[config.mk]
export PLATFORM = sky130hd
export DESIGN_NAME = bounded_random_integer_generator
export DESIGN_NICKNAME = d
export VERILOG_FILES = /design/src/sv/brig_pkg.sv /design/src/sv/bounded_random_integer_generator.sv
export SDC_FILE = /design/constraint.sdc
export NUM_CORES = 2
export LEC_CHECK = 0
export BUFFER_PORTS_ARGS = -buffer_cell sky130_fd_sc_hd__buf_2
export CORE_ASPECT_RATIO = 0.9
export CORE_MARGIN = 8
export CORE_UTILIZATION = 58
export DETAILED_ROUTE_END_ITERATION = 16
export PLACE_DENSITY = 0.75
export SYNTH_ARGS = -nofsm -noshare
export SYNTH_HDL_FRONTEND = slang
export SYNTH_SLANG_ARGS = --single-unit
[constraint.sdc]
create_clock -name aclk -period 23.6 [get_ports aclk]
set_input_delay 4.72 -clock aclk [delete_from_list [all_inputs] [get_ports aclk]]
set_output_delay 4.72 -clock aclk [all_outputs]
set_load 0.01 [all_outputs]
[src/sv/brig_pkg.sv]
// Package for the bounded random integer generator: states, constants, xorshift step.
package brig_pkg;

    localparam logic [31:0] DEFAULT_SEED = 32'd123456789;
    localparam int unsigned SHIFT_A = 13;
    localparam int unsigned SHIFT_B = 17;
    localparam int unsigned SHIFT_C = 5;
    localparam int unsigned WORD_W  = 32;
    localparam int unsigned CNT_W   = $clog2(WORD_W);

    typedef enum logic [2:0] {
        ST_IDLE,
        ST_DRAW,
        ST_MUL,
        ST_CHECK,
        ST_DIV
    } state_t;

    function automatic logic [WORD_W-1:0] xorshift_step(input logic [WORD_W-1:0] x_in);
        logic [WORD_W-1:0] x;
        x = x_in;
        x = x ^ (x << SHIFT_A);
        x = x ^ (x >> SHIFT_B);
        x = x ^ (x << SHIFT_C);
        return x;
    endfunction

endpackage

[src/sv/bounded_random_integer_generator.sv]
// Bounded random integer generator: xorshift32 source with multiply-and-reject bounding.
//
// Input channel s_valid/s_ready/s_range: one item requests one integer below s_range.
// Result channel m_valid/m_ready/m_value: one item per request, in order.
// Config: cfg_wr_en/cfg_wr_data reload the generator with a seed (0 selects 123456789);
// write only while the block is idle.
// In the common case an accepted item passes through draw, 32x32 multiply and
// compare before its result is valid; the sequencer then returns to idle to take
// the next item. The first time the low half of the product falls below the range,
// a bit-serial remainder unit computes the rejection threshold and the compare
// repeats; each rejected draw then repeats draw, multiply, compare.
// One item is in work at a time; s_ready is high only while the sequencer is idle.
// The result sits in an output register, so a new item is accepted while the last
// result waits; if the receiver stalls, the next result holds in the compare step
// until the output register frees.
// Reset (aresetn low, synchronous) loads the generator with 123456789 and empties
// the output register.
module bounded_random_integer_generator (
    input  logic                         aclk,
    input  logic                         aresetn,
    input  logic                         cfg_wr_en,
    input  logic [brig_pkg::WORD_W-1:0]  cfg_wr_data,
    input  logic                         s_valid,
    output logic                         s_ready,
    input  logic [brig_pkg::WORD_W-1:0]  s_range,
    output logic                         m_valid,
    input  logic                         m_ready,
    output logic [brig_pkg::WORD_W-1:0]  m_value
);
    import brig_pkg::*;

    state_t                  state_reg, state_next;
    logic [WORD_W-1:0]       gen_reg, gen_next;
    logic [WORD_W-1:0]       range_reg, range_next;
    logic [2*WORD_W-1:0]     prod_reg, prod_next;
    logic [WORD_W-1:0]       thr_reg, thr_next;
    logic                    thr_valid_reg, thr_valid_next;
    logic [WORD_W-1:0]       rem_reg, rem_next;
    logic [WORD_W-1:0]       dvd_reg, dvd_next;
    logic [CNT_W-1:0]        cnt_reg, cnt_next;
    logic                    out_valid_reg, out_valid_next;
    logic [WORD_W-1:0]       out_value_reg, out_value_next;

    logic [WORD_W:0]         trial;
    logic [WORD_W-1:0]       rem_step;
    logic [WORD_W-1:0]       low;
    logic                    out_free;

    assign low      = prod_reg[WORD_W-1:0];
    assign out_free = !out_valid_reg || m_ready;
    assign trial    = {rem_reg, dvd_reg[WORD_W-1]};
    assign rem_step = (trial >= {1'b0, range_reg}) ? WORD_W'(trial - {1'b0, range_reg})
                                                   : trial[WORD_W-1:0];

    assign s_ready = (state_reg == ST_IDLE);
    assign m_valid = out_valid_reg;
    assign m_value = out_value_reg;

    always_comb begin
        state_next     = state_reg;
        gen_next       = gen_reg;
        range_next     = range_reg;
        prod_next      = prod_reg;
        thr_next       = thr_reg;
        thr_valid_next = thr_valid_reg;
        rem_next       = rem_reg;
        dvd_next       = dvd_reg;
        cnt_next       = cnt_reg;
        out_valid_next = out_valid_reg;
        out_value_next = out_value_reg;

        if (out_valid_reg && m_ready) begin
            out_valid_next = 1'b0;
        end

        unique case (state_reg)
            ST_IDLE: begin
                if (cfg_wr_en) begin
                    gen_next = (cfg_wr_data != '0) ? cfg_wr_data : DEFAULT_SEED;
                end
                if (s_valid) begin
                    range_next     = s_range;
                    thr_valid_next = 1'b0;
                    state_next     = ST_DRAW;
                end
            end
            ST_DRAW: begin
                gen_next   = xorshift_step(gen_reg);
                state_next = ST_MUL;
            end
            ST_MUL: begin
                prod_next  = {{WORD_W{1'b0}}, gen_reg} * {{WORD_W{1'b0}}, range_reg};
                state_next = ST_CHECK;
            end
            ST_CHECK: begin
                priority if (thr_valid_reg && (low < thr_reg)) begin
                    state_next = ST_DRAW;
                end else if (!thr_valid_reg && (low < range_reg)) begin
                    rem_next   = '0;
                    dvd_next   = WORD_W'(0) - range_reg;
                    cnt_next   = '0;
                    state_next = ST_DIV;
                end else if (out_free) begin
                    out_valid_next = 1'b1;
                    out_value_next = prod_reg[2*WORD_W-1:WORD_W];
                    state_next     = ST_IDLE;
                end
            end
            ST_DIV: begin
                rem_next = rem_step;
                dvd_next = dvd_reg << 1;
                cnt_next = cnt_reg + 1'b1;
                if (cnt_reg == CNT_W'(WORD_W - 1)) begin
                    thr_next       = rem_step;
                    thr_valid_next = 1'b1;
                    state_next     = ST_CHECK;
                end
            end
            default: begin
                state_next = ST_IDLE;
            end
        endcase
    end

    always_ff @(posedge aclk) begin
        if (!aresetn) begin
            state_reg     <= ST_IDLE;
            gen_reg       <= DEFAULT_SEED;
            thr_valid_reg <= 1'b0;
            out_valid_reg <= 1'b0;
        end else begin
            state_reg     <= state_next;
            gen_reg       <= gen_next;
            thr_valid_reg <= thr_valid_next;
            out_valid_reg <= out_valid_next;
        end
    end

    always_ff @(posedge aclk) begin
        range_reg     <= range_next;
        prod_reg      <= prod_next;
        thr_reg       <= thr_next;
        rem_reg       <= rem_next;
        dvd_reg       <= dvd_next;
        cnt_reg       <= cnt_next;
        out_value_reg <= out_value_next;
    end

endmodule
### Yosys cells after proc, flatten, opt, wreduce, memory -nomap -nowiden

Cells that the tools add are included.

* register bits: 266

* mux-type cells: 27
* reduce and logical (&&, ||, !) cells: 18
* multiply operators: 1
* add/subtract/negate cells: 3
* bitwise logic cells: 5
* eq/ne operators: 11
* $lt $le $gt $ge: 3

Operators with widths (number)
* 2-to-1 mux 32 bit: 7
* one-hot mux 32 bit (2 select lines): 3
* less-than comparator 32 bit: 2
* multiplier 32 x 32 -> 64 bit: 1
* XOR 32 bit: 2
* >= comparator 33 x 32 -> 1 bit: 1
* nonzero test 32 bit: 1
* subtractor 1 x 32 -> 32 bit (first input constant): 1
* subtractor 32 bit: 1
* XOR 32 x 15 -> 32 bit: 1
* 2-to-1 mux 3 bit: 5
* one-hot mux 3 bit (5 select lines): 1
* 2-to-1 mux 5 bit: 2
* != test 2 bit (second input constant): 5
* one-hot mux 5 bit (2 select lines): 1
* AND reduction 3 bit: 3
* 2-to-1 mux 1 bit: 7
* == test 3 x 2 -> 1 bit (second input constant): 2
* AND reduction 2 bit: 3
* nonzero test 2 bit: 3
* adder 5 x 1 -> 5 bit (second input constant): 1
* == test 5 bit (second input constant): 1
* != test 4 bit (second input constant): 1
* AND reduction 4 bit: 1
* other kinds (8): 12

### Depth between registers and ports, before layout

* word-level depth: 6
* gate-level depth with buffers: 32
* depth with buffers taken out: 29

### Worst setup path after synthesis

No wires, ideal clock.

* path kind: reg2reg
* start point: reg range_reg[25]
* end point: reg cnt_reg[0] (enable)
* buffers on the path: 1
* arrival time: 7205 ps
* slack: 15804 ps
* cell stages (with the launch flop): 13
* cell sequence: edfxtp_1 > clkbuf_1 > inv_1 > ha_1 > a21o_1 > a21o_1 > a21o_1 > a21o_1 > a21oi_1 > o211ai_1 > a2111oi_0 > a31oi_1 > o21ai_0

* word-level cells in the longest chain between the ends: 4

Ends and longest elaborated chain
* start: declaration: line bounded_random_integer_generator.sv:34 `logic [WORD_W-1:0] range_reg, range_next;`
* start signal: assignment: line bounded_random_integer_generator.sv:140 `range_reg <= range_next;`
* less-than comparator 32 bit: line bounded_random_integer_generator.sv:98 `end else if (!thr_valid_reg && (low < range_reg)) begin`
* logical AND 1 bit: line bounded_random_integer_generator.sv:98
* != test 2 bit (no line)
* AND reduction 3 bit (no line)
* end signal: assignment: line bounded_random_integer_generator.sv:145 `cnt_reg <= cnt_next;`
* end: declaration: line bounded_random_integer_generator.sv:40 `logic [CNT_W-1:0] cnt_reg, cnt_next;`

No other way between the ends.
A chain may end at the register's enable or synchronous reset.

### Worst setup path after layout

* start point: reg gen_reg[9]
* end point: reg prod_reg[51], data pin

* word-level cells in the longest chain between the ends: 1

Ends and longest elaborated chain
* start: declaration: line bounded_random_integer_generator.sv:33 `logic [WORD_W-1:0] gen_reg, gen_next;`
* start signal: assignment: line bounded_random_integer_generator.sv:133 `gen_reg <= gen_next;`
* multiplier 32 x 32 -> 64 bit: line bounded_random_integer_generator.sv:92 `prod_next = {{WORD_W{1'b0}}, gen_reg} * {{WORD_W{1'b0}}, range_reg};`
* end signal: assignment: line bounded_random_integer_generator.sv:141 `prod_reg <= prod_next;`
* end: declaration: line bounded_random_integer_generator.sv:35 `logic [2*WORD_W-1:0] prod_reg, prod_next;`

No other way between the ends.

==> metrics.txt <==
setup slack, reg-to-reg=14.80 ns; top-area cell type share of the netlist area=0.3852; crit path launch=gen_reg[9]; YS warnings=0; CTS Root Cell=clkbuf_16; max-slew violations=0; number of synthesized flops with an enable pin=~230; Total GRT Usage=0.2969; fin crit share=0.3729; Sum Neg Setup Slack=0 ns; Worst setup endpoint=prod_reg[51]; Synth area leader=fa_1; clk_skew=0.02566 ns; top cells by area, synth=fa_1, edfxtp_1, ha_1; initial core utilization=0.5858; FP Rows=98; largest net degree at the start of global routing=63; fmax=0.1136 GHz; CP arrival=9.19 ns; Num CTS Buffers=31; Max Fanout on Critical Path=28; vias per cell=5.875; clock sinks=266; WP depth=24; Post-Syn Area=46620 um2; CP startpoint kind=flop; Mean Syn Cell Area=9.652 um2; R2R cell count=24; first-pass GRT wire length=208.0 mm; crit path capture type=flop; Longest Clk Path Bufs=3; Post-layout nets=6070; H-tree levels=1; WP buf/inv=3; vias in the first global route=about 36000; Final setup viols=0; minimum clock period=8.801 ns; Worst Tran Pin Value=between 1 and 1.5 ns; Slowest cell on crit path=a31oi_1; Placeable Area=79580 um2; crit-path max cell delay=~0.70 ns; delay-heaviest family, CP=adder cells; drt wl/cell=22.63 um; final wirelength=131.7 mm; initial antenna violation count=5; full die area=89720 um2; Die Y=285.0 um; Placer Congestion=0.9602; post-DP HPWL=97.87 mm; cells along the critical path=buf_4 -> and2_1 -> fa_1 -> fa_1 -> inv_1 -> fa_1 -> fa_1 -> fa_1 -> inv_1 -> fa_1 -> fa_1 -> fa_1 -> ha_1 -> a21o_1 -> a21o_1 -> a21oi_1 -> o31ai_1 -> a21oi_1 -> o21ai_1 -> a31oi_1 -> o41ai_1 -> and3_1 -> a31oi_1 -> xnor2_1; R2R Path Start=gen_reg[9]; min-delay worst type=flop to flop; Distinct cells, synth=72; CTS clk-pin slew, worst paths=0.06 ns; layout cell share with drive strength beyond 1=0.05620; FF-to-FF End=prod_reg[51]; Async S/R FF share, synth=0; Seq/Total Area, Yosys=0.1634; DRC violations left=0; total global routing overflow=0; Max-Cap Viols=0; Final Hold Viols=0; Largest register FFs=64; status=complete, no violations; TritonRoute pass-1 iters=6; CTS tree=built; Synthesized Nets=6156; RSZ-0062 raised after global routing=no; ys flop type=edfxtp_1; CTS resizes=0; initial drt markers=slightly above 3000; Hold Buf Count CTS=0; Slew headroom=0.2630; critical path data required time=23.99 ns; Die Span X=approximately 310 um; cells after synthesis=4830; later-pin clock latency in the skew report=0.64 ns; I/O pin count=around 100; Vias=34200; PortBufs=102; Synth Register Bits=266; Post-DRT Antenna Nets=0; WS Path Type=flop to flop; Post-CTS Setup Inserts=0; fillers=~6600; Critical Path Most Common Cell=fa_1; P&R area growth vs syn=5.011%
[worst register-to-register path: stages (launching register included)]
cell     delay (ns)
dfxtp_1        0.52
buf_4          0.53
and2_1         0.31
fa_1           0.49
fa_1           0.52
inv_1          0.05
fa_1           0.45
fa_1           0.50
fa_1           0.55
inv_1          0.05
fa_1           0.44
fa_1           0.51
fa_1           0.43
ha_1           0.39
a21o_1         0.19
a21o_1         0.17
a21oi_1        0.13
o31ai_1        0.08
a21oi_1        0.45
o21ai_1        0.21
a31oi_1        0.70
o41ai_1        0.30
and3_1         0.30
a31oi_1        0.21
xnor2_1        0.08
[Yosys cell counts, drive strengths merged (37+ instances only)]
| cell type | instances |
|---|---|
| a21o | 65 |
| a21oi | 157 |
| and2 | 592 |
| clkbuf | 268 |
| dfxtp | 37 |
| edfxtp | 229 |
| fa | 897 |
| ha | 360 |
| inv | 902 |
| nand2 | 555 |
| nand4 | 38 |
| nor2 | 143 |
| o21ai | 78 |
| xnor2 | 128 |
| xor2 | 48 |
[cells by family (layout without fill, tap and decap cells)]
family | after synthesis | in the layout | synth area share
flip-flops | 266 | 266 | 0.1634
multiplexers | 16 | 16 | 0.003838
adder cells (fa/ha/maj) | 1257 | 1257 | 0.4818
other | 0 | 2 | 0
XOR/XNOR | 176 | 176 | 0.03306
buffers and inverters | 1198 | 1137 | 0.09739
AO/OA/AOI/OAI | 437 | 437 | 0.05904
AND/OR/NAND/NOR | 1480 | 1480 | 0.1615
[worst min path at each step]
stage            startpoint          end  cells past startpoint
6_report       prod_reg[45]  m_value[13]                      0
4_1_cts        prod_reg[32]   m_value[0]                      0
3_3_place_gp   prod_reg[46]  m_value[14]                      0
5_1_grt        prod_reg[46]  m_value[14]                      0
2_1_floorplan  prod_reg[32]   m_value[0]                      0
3_5_place_dp   prod_reg[32]   m_value[0]                      0
[layout by cell type, fill, tap and decap left out, drive strengths merged, types with 6 or more instances in the layout]
master / n
o2111ai: 6
o21a: 20
a21o: 65
nor2: 143
edfxtp: 229
clkinv: 20
xor2: 48
a211oi: 8
o22ai: 8
nor3: 25
buf: 172
a31oi: 18
fa: 897
o211ai: 8
nor2b: 26
dfxtp: 37
xnor2: 128
nand4: 38
nor4: 19
inv: 905
a2111oi: 6
nand2b: 8
and2: 592
o21ai: 78
clkbuf: 33
mux2: 15
nand2: 555
o221ai: 10
a21oi: 157
a221oi: 10
o21bai: 11
nand3: 33
and3: 17
ha: 360
[per-layer routing]
layer,vias up,wire length (um),global-route usage
li1,14650,-,-
met5,-,37,0.003245
met2,1844,57510,0.4521
met3,286,14600,0.07211
met4,4,4917,0.09640
met1,17420,54630,0.4192
[layout make-up]
class	instances	area [um2]	area share
well taps	1050	1314	0.02683
flip-flops and latches	266	7624	0.1557
inverters	907	3413	0.06972
diodes	2	5.005	0.0001022
clock buffers	33	783.3	0.01600
clock inverters	25	285.3	0.005827
multi-input cells	3366	34500	0.7046
repair buffers	172	1036	0.02116
[through the flow]
stage / util / area [um2] / hold slack [ns] / instances / setup slack [ns]
6_report: 0.6152 / 48960 / 0.4192 / 5821 / 14.80
5_1_grt: 0.6151 / 48950 / 0.4228 / 5819 / 14.50
4_1_cts: 0.6151 / 48950 / 0.4206 / 5819 / 14.91
3_5_place_dp: 0.6017 / 47880 / 0.4045 / 5761 / 14.91
3_3_place_gp: 0.6017 / 47880 / 0.4027 / 5761 / 15.09
2_1_floorplan: - / 46620 / 0.4003 / 4830 / 15.80
Power is not shown: default switching activity piles up to over one toggle a cycle in this logic, so the estimate is an artifact.
